## src/hdl/gbts_pkg.sv

```systemverilog
// Package for the gap buffer text store: sizes, operation codes, controller
// states and the command and status bundles between controller and datapath.
// No dependencies.
`timescale 1ns / 1ps

package gbts_pkg;

    // Store size and the widths that follow from it.
    localparam int CAPACITY = 256;
    localparam int ADDR_W   = $clog2(CAPACITY);
    localparam int POS_W    = $clog2(CAPACITY + 1);
    localparam int BYTE_W   = 8;

    localparam logic [POS_W-1:0] CAP_POS = POS_W'(CAPACITY);

    // Operation codes carried by the mode field.
    typedef enum logic [1:0] {
        MODE_INSERT = 2'd0,
        MODE_DELETE = 2'd1,
        MODE_MOVE   = 2'd2,
        MODE_READ   = 2'd3
    } t_mode;

    // Controller states.
    typedef enum logic [1:0] {
        S_IDLE,
        S_MV_STEP,
        S_MV_WR,
        S_RESP
    } t_state;

    // Commands from the controller to the datapath.
    typedef struct packed {
        logic ins_wr;    // write the inserted byte at the gap start
        logic del;       // pull the gap start back by the count
        logic tgt_ld;    // latch the move target
        logic rd_issue;  // read the store at the mapped logical position
        logic mv_rd;     // read the byte that crosses the gap
        logic mv_wr;     // write it on the other side and shift the gap
        logic show_byte; // present the read data on the result
    } t_dp_cmd;

    // Status from the datapath to the controller.
    typedef struct packed {
        logic ins_ok;
        logic del_ok;
        logic mv_ok;
        logic rd_ok;
        logic mv_done;
    } t_dp_stat;

endpackage

```

## src/hdl/gbts_datapath.sv

```systemverilog
// Datapath of the gap buffer text store: the byte store, the gap pointers,
// the move target and the result fields. Depends on gbts_pkg.
`timescale 1ns / 1ps

module gbts_datapath (
    input  logic                          i_clk,
    input  logic                          i_rst_n,
    input  logic [gbts_pkg::BYTE_W-1:0]   i_ch,
    input  logic [gbts_pkg::POS_W-1:0]    i_position,
    input  logic [gbts_pkg::POS_W-1:0]    i_count,
    input  gbts_pkg::t_dp_cmd             i_cmd,
    output gbts_pkg::t_dp_stat            o_stat,
    output logic [gbts_pkg::BYTE_W-1:0]   o_read_byte,
    output logic [gbts_pkg::POS_W-1:0]    o_text_length,
    output logic [gbts_pkg::POS_W-1:0]    o_cursor
);
    import gbts_pkg::*;

    logic [BYTE_W-1:0] mem [CAPACITY];
    logic [BYTE_W-1:0] r_mem_q;

    logic [POS_W-1:0] r_gap_start, n_gap_start;
    logic [POS_W-1:0] r_gap_end,   n_gap_end;
    logic [POS_W-1:0] r_target;

    logic [POS_W-1:0]  gap_size;
    logic [POS_W-1:0]  text_len;
    logic [POS_W-1:0]  rd_index;
    logic              mv_fwd;
    logic [POS_W-1:0]  gs_m1;
    logic [POS_W-1:0]  ge_m1;
    logic              rd_en;
    logic [ADDR_W-1:0] rd_addr;
    logic              wr_en;
    logic [ADDR_W-1:0] wr_addr;
    logic [BYTE_W-1:0] wr_data;

    // Text length and the checks that decide each operation.
    assign gap_size = r_gap_end - r_gap_start;
    assign text_len = CAP_POS - gap_size;
    assign gs_m1    = r_gap_start - POS_W'(1);
    assign ge_m1    = r_gap_end - POS_W'(1);
    assign mv_fwd   = (r_target > r_gap_start);

    assign o_stat.ins_ok  = (r_gap_start < r_gap_end);
    assign o_stat.del_ok  = (i_count <= r_gap_start);
    assign o_stat.mv_ok   = (i_position <= text_len);
    assign o_stat.rd_ok   = (i_position < text_len);
    assign o_stat.mv_done = (r_gap_start == r_target);

    // Logical position to store index: positions at or past the cursor skip the gap.
    assign rd_index = (i_position >= r_gap_start) ? (i_position + gap_size) : i_position;

    // Store port selection for reads.
    always_comb begin
        rd_en   = 1'b0;
        rd_addr = rd_index[ADDR_W-1:0];
        if (i_cmd.rd_issue) begin
            rd_en = 1'b1;
        end else if (i_cmd.mv_rd) begin
            rd_en   = 1'b1;
            rd_addr = mv_fwd ? r_gap_end[ADDR_W-1:0] : gs_m1[ADDR_W-1:0];
        end
    end

    // Store port selection for writes.
    always_comb begin
        wr_en   = 1'b0;
        wr_addr = r_gap_start[ADDR_W-1:0];
        wr_data = i_ch;
        if (i_cmd.ins_wr) begin
            wr_en = 1'b1;
        end else if (i_cmd.mv_wr) begin
            wr_en   = 1'b1;
            wr_addr = mv_fwd ? r_gap_start[ADDR_W-1:0] : ge_m1[ADDR_W-1:0];
            wr_data = r_mem_q;
        end
    end

    // Byte store with registered read data.
    always_ff @(posedge i_clk) begin
        if (wr_en) begin
            mem[wr_addr] <= wr_data;
        end
        if (rd_en) begin
            r_mem_q <= mem[rd_addr];
        end
    end

    // Next gap pointers.
    always_comb begin
        n_gap_start = r_gap_start;
        n_gap_end   = r_gap_end;
        if (i_cmd.ins_wr) begin
            n_gap_start = r_gap_start + POS_W'(1);
        end else if (i_cmd.del) begin
            n_gap_start = r_gap_start - i_count;
        end else if (i_cmd.mv_wr) begin
            if (mv_fwd) begin
                n_gap_start = r_gap_start + POS_W'(1);
                n_gap_end   = r_gap_end + POS_W'(1);
            end else begin
                n_gap_start = gs_m1;
                n_gap_end   = ge_m1;
            end
        end
    end

    // Gap pointers reset to an empty text.
    always_ff @(posedge i_clk) begin
        if (!i_rst_n) begin
            r_gap_start <= '0;
            r_gap_end   <= CAP_POS;
        end else begin
            r_gap_start <= n_gap_start;
            r_gap_end   <= n_gap_end;
        end
    end

    // Move target, held for the length of a move.
    always_ff @(posedge i_clk) begin
        if (i_cmd.tgt_ld) begin
            r_target <= i_position;
        end
    end

    // Result fields.
    assign o_read_byte   = i_cmd.show_byte ? r_mem_q : '0;
    assign o_text_length = text_len;
    assign o_cursor      = r_gap_start;

endmodule

```

## src/hdl/gbts_ctrl.sv

```systemverilog
// Controller of the gap buffer text store: decodes each operation, sequences
// the byte-by-byte gap move and marks the result cycle. Depends on gbts_pkg.
`timescale 1ns / 1ps

module gbts_ctrl (
    input  logic                i_clk,
    input  logic                i_rst_n,
    input  logic                start,
    input  gbts_pkg::t_mode     i_mode,
    input  gbts_pkg::t_dp_stat  i_stat,
    output gbts_pkg::t_dp_cmd   o_cmd,
    output logic                busy,
    output logic                o_done,
    output logic                o_ok
);
    import gbts_pkg::*;

    t_state r_state, n_state;
    logic   r_ok,    n_ok;
    logic   r_show,  n_show;

    // Next state.
    always_comb begin
        n_state = r_state;
        unique case (r_state)
            S_IDLE: begin
                if (start) begin
                    if (i_mode == MODE_MOVE && i_stat.mv_ok) begin
                        n_state = S_MV_STEP;
                    end else begin
                        n_state = S_RESP;
                    end
                end
            end
            S_MV_STEP: begin
                n_state = i_stat.mv_done ? S_RESP : S_MV_WR;
            end
            S_MV_WR: begin
                n_state = S_MV_STEP;
            end
            S_RESP: begin
                n_state = S_IDLE;
            end
            default: begin
                n_state = S_IDLE;
            end
        endcase
    end

    // Commands and result flags.
    always_comb begin
        o_cmd           = '0;
        o_cmd.show_byte = r_show;
        n_ok            = r_ok;
        n_show          = r_show;
        unique case (r_state)
            S_IDLE: begin
                if (start) begin
                    n_show = 1'b0;
                    unique case (i_mode)
                        MODE_INSERT: begin
                            o_cmd.ins_wr = i_stat.ins_ok;
                            n_ok         = i_stat.ins_ok;
                        end
                        MODE_DELETE: begin
                            o_cmd.del = i_stat.del_ok;
                            n_ok      = i_stat.del_ok;
                        end
                        MODE_MOVE: begin
                            o_cmd.tgt_ld = i_stat.mv_ok;
                            n_ok         = i_stat.mv_ok;
                        end
                        MODE_READ: begin
                            o_cmd.rd_issue = i_stat.rd_ok;
                            n_ok           = i_stat.rd_ok;
                            n_show         = i_stat.rd_ok;
                        end
                        default: begin
                            n_ok = 1'b0;
                        end
                    endcase
                end
            end
            S_MV_STEP: begin
                o_cmd.mv_rd = !i_stat.mv_done;
            end
            S_MV_WR: begin
                o_cmd.mv_wr = 1'b1;
            end
            S_RESP: begin
            end
            default: begin
            end
        endcase
    end

    // State and flag registers.
    always_ff @(posedge i_clk) begin
        if (!i_rst_n) begin
            r_state <= S_IDLE;
            r_ok    <= 1'b0;
            r_show  <= 1'b0;
        end else begin
            r_state <= n_state;
            r_ok    <= n_ok;
            r_show  <= n_show;
        end
    end

    assign busy   = (r_state != S_IDLE);
    assign o_done = (r_state == S_RESP);
    assign o_ok   = r_ok;

endmodule

```

## src/hdl/gap_buffer_text_store_unit.sv

```systemverilog
// Top level of the gap buffer text store: controller and datapath.
// Depends on gbts_pkg, gbts_ctrl and gbts_datapath.
//
// Channel   Direction  Handshake             Payload
// command   in         start high, busy low  i_mode, i_ch, i_position, i_count
// result    out        o_done, one cycle     o_ok, o_read_byte, o_text_length, o_cursor
//
// Insert, delete, read and every rejected operation go from idle straight to the result
// state, with the result strobe in the cycle after the accepting edge. A move steps the
// gap byte by byte: each byte that crosses the gap is read in the step state and written
// from the registered read data in the write state that follows.
// A synchronous active-low reset empties the text and idles the controller.
// The result is shown for one cycle and cannot be held off; busy stays high until it is.
`timescale 1ns / 1ps

module gap_buffer_text_store_unit (
    input  logic                          i_clk,
    input  logic                          i_rst_n,
    input  logic                          start,
    output logic                          busy,
    input  logic [1:0]                    i_mode,
    input  logic [gbts_pkg::BYTE_W-1:0]   i_ch,
    input  logic [gbts_pkg::POS_W-1:0]    i_position,
    input  logic [gbts_pkg::POS_W-1:0]    i_count,
    output logic                          o_done,
    output logic                          o_ok,
    output logic [gbts_pkg::BYTE_W-1:0]   o_read_byte,
    output logic [gbts_pkg::POS_W-1:0]    o_text_length,
    output logic [gbts_pkg::POS_W-1:0]    o_cursor
);
    import gbts_pkg::*;

    t_dp_cmd  dp_cmd;
    t_dp_stat dp_stat;

    // Operation sequencing.
    gbts_ctrl u_ctrl (
        .i_clk   (i_clk),
        .i_rst_n (i_rst_n),
        .start   (start),
        .i_mode  (t_mode'(i_mode)),
        .i_stat  (dp_stat),
        .o_cmd   (dp_cmd),
        .busy    (busy),
        .o_done  (o_done),
        .o_ok    (o_ok)
    );

    // Store, gap pointers and result fields.
    gbts_datapath u_datapath (
        .i_clk         (i_clk),
        .i_rst_n       (i_rst_n),
        .i_ch          (i_ch),
        .i_position    (i_position),
        .i_count       (i_count),
        .i_cmd         (dp_cmd),
        .o_stat        (dp_stat),
        .o_read_byte   (o_read_byte),
        .o_text_length (o_text_length),
        .o_cursor      (o_cursor)
    );

    // An accepted transaction makes the block busy in the next cycle.
    a_accept_busy: assert property (@(posedge i_clk) disable iff (!i_rst_n)
        (start && !busy) |=> busy)
        else $error("block not busy after an accepted transaction");

    // A result strobe lasts exactly one cycle.
    a_done_single: assert property (@(posedge i_clk) disable iff (!i_rst_n)
        o_done |=> !o_done)
        else $error("result strobe held for more than one cycle");

    // The cursor never lies beyond the end of the text.
    a_cursor_in_text: assert property (@(posedge i_clk) disable iff (!i_rst_n)
        o_done |-> (o_cursor <= o_text_length))
        else $error("cursor beyond text length");

    // A rejected operation reports a zero byte.
    a_reject_zero: assert property (@(posedge i_clk) disable iff (!i_rst_n)
        (o_done && !o_ok) |-> (o_read_byte == '0))
        else $error("rejected transaction reports a nonzero byte");

endmodule
```

## config.mk

```make
export PLATFORM = sky130hd
export DESIGN_NAME = gap_buffer_text_store_unit
export DESIGN_NICKNAME = d
export VERILOG_FILES = /design/src/hdl/gbts_pkg.sv /design/src/hdl/gbts_datapath.sv /design/src/hdl/gbts_ctrl.sv /design/src/hdl/gap_buffer_text_store_unit.sv
export SDC_FILE = /design/constraint.sdc
export NUM_CORES = 2
export LEC_CHECK = 0
export BUFFER_PORTS_ARGS = -buffer_cell sky130_fd_sc_hd__buf_4
export CAP_MARGIN = 0
export CORE_ASPECT_RATIO = 0.7
export CORE_MARGIN = 3
export CORE_UTILIZATION = 55
export DETAILED_ROUTE_END_ITERATION = 12
export PLACE_DENSITY = 0.71
export SETUP_SLACK_MARGIN = 0.3
export SLEW_MARGIN = 40
export SYNTH_ARGS = -nofsm -noshare
export SYNTH_HDL_FRONTEND = slang
export SYNTH_HIERARCHICAL = 1
export SYNTH_SLANG_ARGS = --single-unit
```

## constraint.sdc

```tcl
create_clock -name i_clk -period 20.2 [get_ports i_clk]
set_clock_uncertainty 0.05 [all_clocks]
set_input_delay 1.01 -clock i_clk [delete_from_list [all_inputs] [get_ports i_clk]]
set_output_delay 1.01 -clock i_clk [all_outputs]
set_load 0.02 [all_outputs]
```

==> results.md <==
* Top cell type's share of synthesized area at 0.7123
* RR Startpoint: u_datapath/o_cursor[0]$_SDFFE_PN0P_
* Ys flop type: edfxtp_1
* Worst-path fanout max at 96
* Power, Total at 15.33 mW
* Filler cell count at 11,850
* TritonCTS Sinks at 2,087
* Remaining DRCs at 0
* Pre-antenna DRT Iters at 6
* Flops & latches, synth at 2,087
* Syn Area/Cell at 12.38 sq um
* Post-synth cell types at 99
* Initial antenna violation count at 17
* Core area at 0.1564 sq mm
* Share of cells above drive strength 1 at 0.08507
* Fmax at 95.77 MHz
* Die Wd at 481.5 um
* Syn_nets at 7,121
* Vias after detailed routing at 59,390
* Placed inst area at 0.08907 sq mm
* Slew margin rel. at 0.3415
* Synth warn at 6
* Reg2reg end: u_datapath/r_mem_q[2]$_DFFE_PP_
* Total gr overflow at 0
* Final HPWL DP at 151,000 um
* Worst r2r path cells at 33
* Die area at 0.1632 sq mm
* Post_cts resized at 0
* CTS tree: done
* TritonCTS buffer count at 186
* Vias in the first global route at 54,810
* Largest net degree at the start of global routing at 183
* Final setup viols at 0
* # hold bufs at CTS at 0
* CP arrival at 11.09 ns
* # IOs at 60
* Peak VDD IR at 0.0001642 V
* Hold depth at 1
* Period minus WS final at 10.44 ns
* Total routed wirelength at 257,800 um
* Nets at 7,031
* Sequential fraction of the synthesis area at 0.7174
* Reg2reg setup slack at 9.76 ns
* Row count at 121
* H-tree Lvls at 4
* Run status: completed
* Reg clk slew, reported paths at 0.07 ns
* Pwr dens at 161.1 mW/mm^2
* Die height at 338.9 um
* Area grow syn2layout at 9.321%
* Largest stage delay on the critical path at 0.77 ns
* Hold_sp: i_position[8]
* Count leader, synth: nand2_1
* Crit path kind: reg2reg
* Clk root buf: clkbuf_16
* Post-synth ARST share at 0
* Global-route wire length before repair at 373,700 um
* Yosys top cell by area: edfxtp_1
* Post-synth EDFFs at 2,065
* Max Root-Sink Buffers at 3
* IO Port Bufs at 59
* Actual slew at the worst max-slew pin at 0.9878 ns
* Setup TNS at 0 ns
* CP startpoint kind: flop
* DP Cell Count at 8,837
* Final hold vios at 0
* Synth Cell Area at 0.08705 sq mm
* Post-layout instance area at 0.09517 sq mm
* Critical Path Slowest Stage Cell: o311a_4
* Commonest cells post-synth: nand2_1 (2,084), edfxtp_1 (2,065), nand3_1 (853)
* Cells after Synth at 7,030
* Area of the multi-input gates at 0.02259 sq mm
* Worst Hold Path EP: u_datapath/r_target[8]$_DFFE_PP_
* DRC marker count from the first detailed-route iteration at 10,340
* Gr usage total at 0.3105
* Worst hold path type: in2reg
* Via density per instance at 6.464
* Final cell count without fillers at 9,188
* Register area at 0.06245 sq mm
* DR WL/cell at 28.05 um
* Starting density of the core at 0.5566
* Dominant cells by area after synthesis: edfxtp_1 (71%), nand2_1 (9.0%), nand3_1 (4.9%), buf_2 (1.6%), nor2_1 (1.4%)
* Setup crit end kind: flop
* Post-CTS Setup Inserts at 0
* Final count of pins violating max slew at 0
* Hold WS at 0.3825 ns
* Clk_lat worst skew at 0.84 ns
* Leakage at 32.49 nW
* Max Cap Viol at 0
* RSZ-0062 raised after global routing: no
* WP data required at 20.85 ns
* Tcrit/Tclk final at 0.5169
* Placer Congestion at 0.9068
* Antenna Nets Post-Route at 0
[flip-flops by register name (all words and copies together), names as in the netlist]
register              flops
u_datapath/r_mem_q        8
u_ctrl/r_show             1
u_ctrl/r_state            2
u_ctrl/o_ok               1
u_datapath/r_target       9
u_datapath/r_gap_end      9
u_datapath/o_cursor       9
u_datapath/mem         2048
[worst max-delay path by stage]
stage | from | to | slack [ns]
after floorplan | u_datapath/o_cursor[1]$_SDFFE_PN0P_ | u_datapath/r_mem_q[0]$_DFFE_PP_ | 13.29
after global placement | u_datapath/o_cursor[0]$_SDFFE_PN0P_ | u_datapath/r_mem_q[0]$_DFFE_PP_ | 9.66
after detailed placement | u_datapath/o_cursor[0]$_SDFFE_PN0P_ | u_datapath/r_mem_q[2]$_DFFE_PP_ | 9.95
after CTS | u_datapath/o_cursor[0]$_SDFFE_PN0P_ | u_datapath/r_mem_q[2]$_DFFE_PP_ | 9.91
after global routing | u_datapath/o_cursor[0]$_SDFFE_PN0P_ | u_datapath/r_mem_q[2]$_DFFE_PP_ | 9.31
final | u_datapath/o_cursor[0]$_SDFFE_PN0P_ | u_datapath/r_mem_q[2]$_DFFE_PP_ | 9.76
[where the power goes]
part,internal [mW],switching [mW],total (mW)
registers,5.02,0.0550,5.07
logic,1.71,5.13,6.83
clock network,1.84,1.59,3.42
total,8.56,6.77,15.3
[cell families (layout without fill, tap and decap cells)]
logic type	count (synthesis)	count (layout)	synth area share
XOR/XNOR	43	43	0.004326
multiplexers	43	43	0.006151
flip-flops	2087	2087	0.7174
buffers and inverters	505	563	0.02965
AND/OR/NAND/NOR	3643	3643	0.1813
other	0	9	0
adder cells (fa/ha/maj)	60	60	0.008882
AO/OA/AOI/OAI	649	649	0.05234
[stage by stage]
| step | worst slack (ns) | utilization |
|---|---|---|
| after floorplan | 13.29 | - |
| after global placement | 9.662 | 0.5684 |
| after detailed placement | 9.951 | 0.5695 |
| after CTS | 9.907 | 0.6061 |
| after global routing | 9.309 | 0.6084 |
| final | 9.759 | 0.6085 |
[final cells by class]
class                      count  share of cell area
multi-input combinational   4438              0.2373
clock inverter               101            0.008677
clock buffer                 235             0.05139
timing repair buffer         181             0.01685
sequential                  2087              0.6562
inverter                      46            0.001814
tap                         2091             0.02749
antenna                        9           0.0002366
[layout by cell type, fill, tap and decap left out, drive strengths merged, types with 10 or more instances in the layout]
cell and instances:
a22oi 19, nor2 321, nand4 55, nand3 853, inv 59, xnor2 27, nand2 2086, a31oi 153
edfxtp 2065, a21o 15, a32oi 44, nand2b 10, a21oi 124, buf 181, o22ai 14, clkbuf 235
dfxtp 22, o31ai 15, or3 10, nor3 30, nor2b 18, nor4 26, and3 178, and2 22
o21ai 64, a211oi 13, xor2 16, mux2i 26, mux2 11, a311oi 89, clkinv 76, o211ai 11
ha 57
[critical path: cells and delay by family (launching register included)]
family	cells	cell delay (ns)
AND/OR/NAND/NOR	13	3.11
AO/OA/AOI/OAI	10	2.62
buffers and inverters	5	2.19
adder cells (fa/ha/maj)	3	0.99
flip-flops	1	0.76
XOR/XNOR	2	0.37
[per-layer routing]
| layer | routed length (um) | vias up | GRT usage |
|---|---|---|---|
| li1 | - | 25480 | - |
| met1 | 100400 | 29230 | 0.4614 |
| met2 | 109800 | 4136 | 0.4294 |
| met3 | 38380 | 537 | 0.09672 |
| met4 | 9128 | 10 | 0.1161 |
| met5 | 63 | - | 0 |
Power figures use the tool's default switching activity.
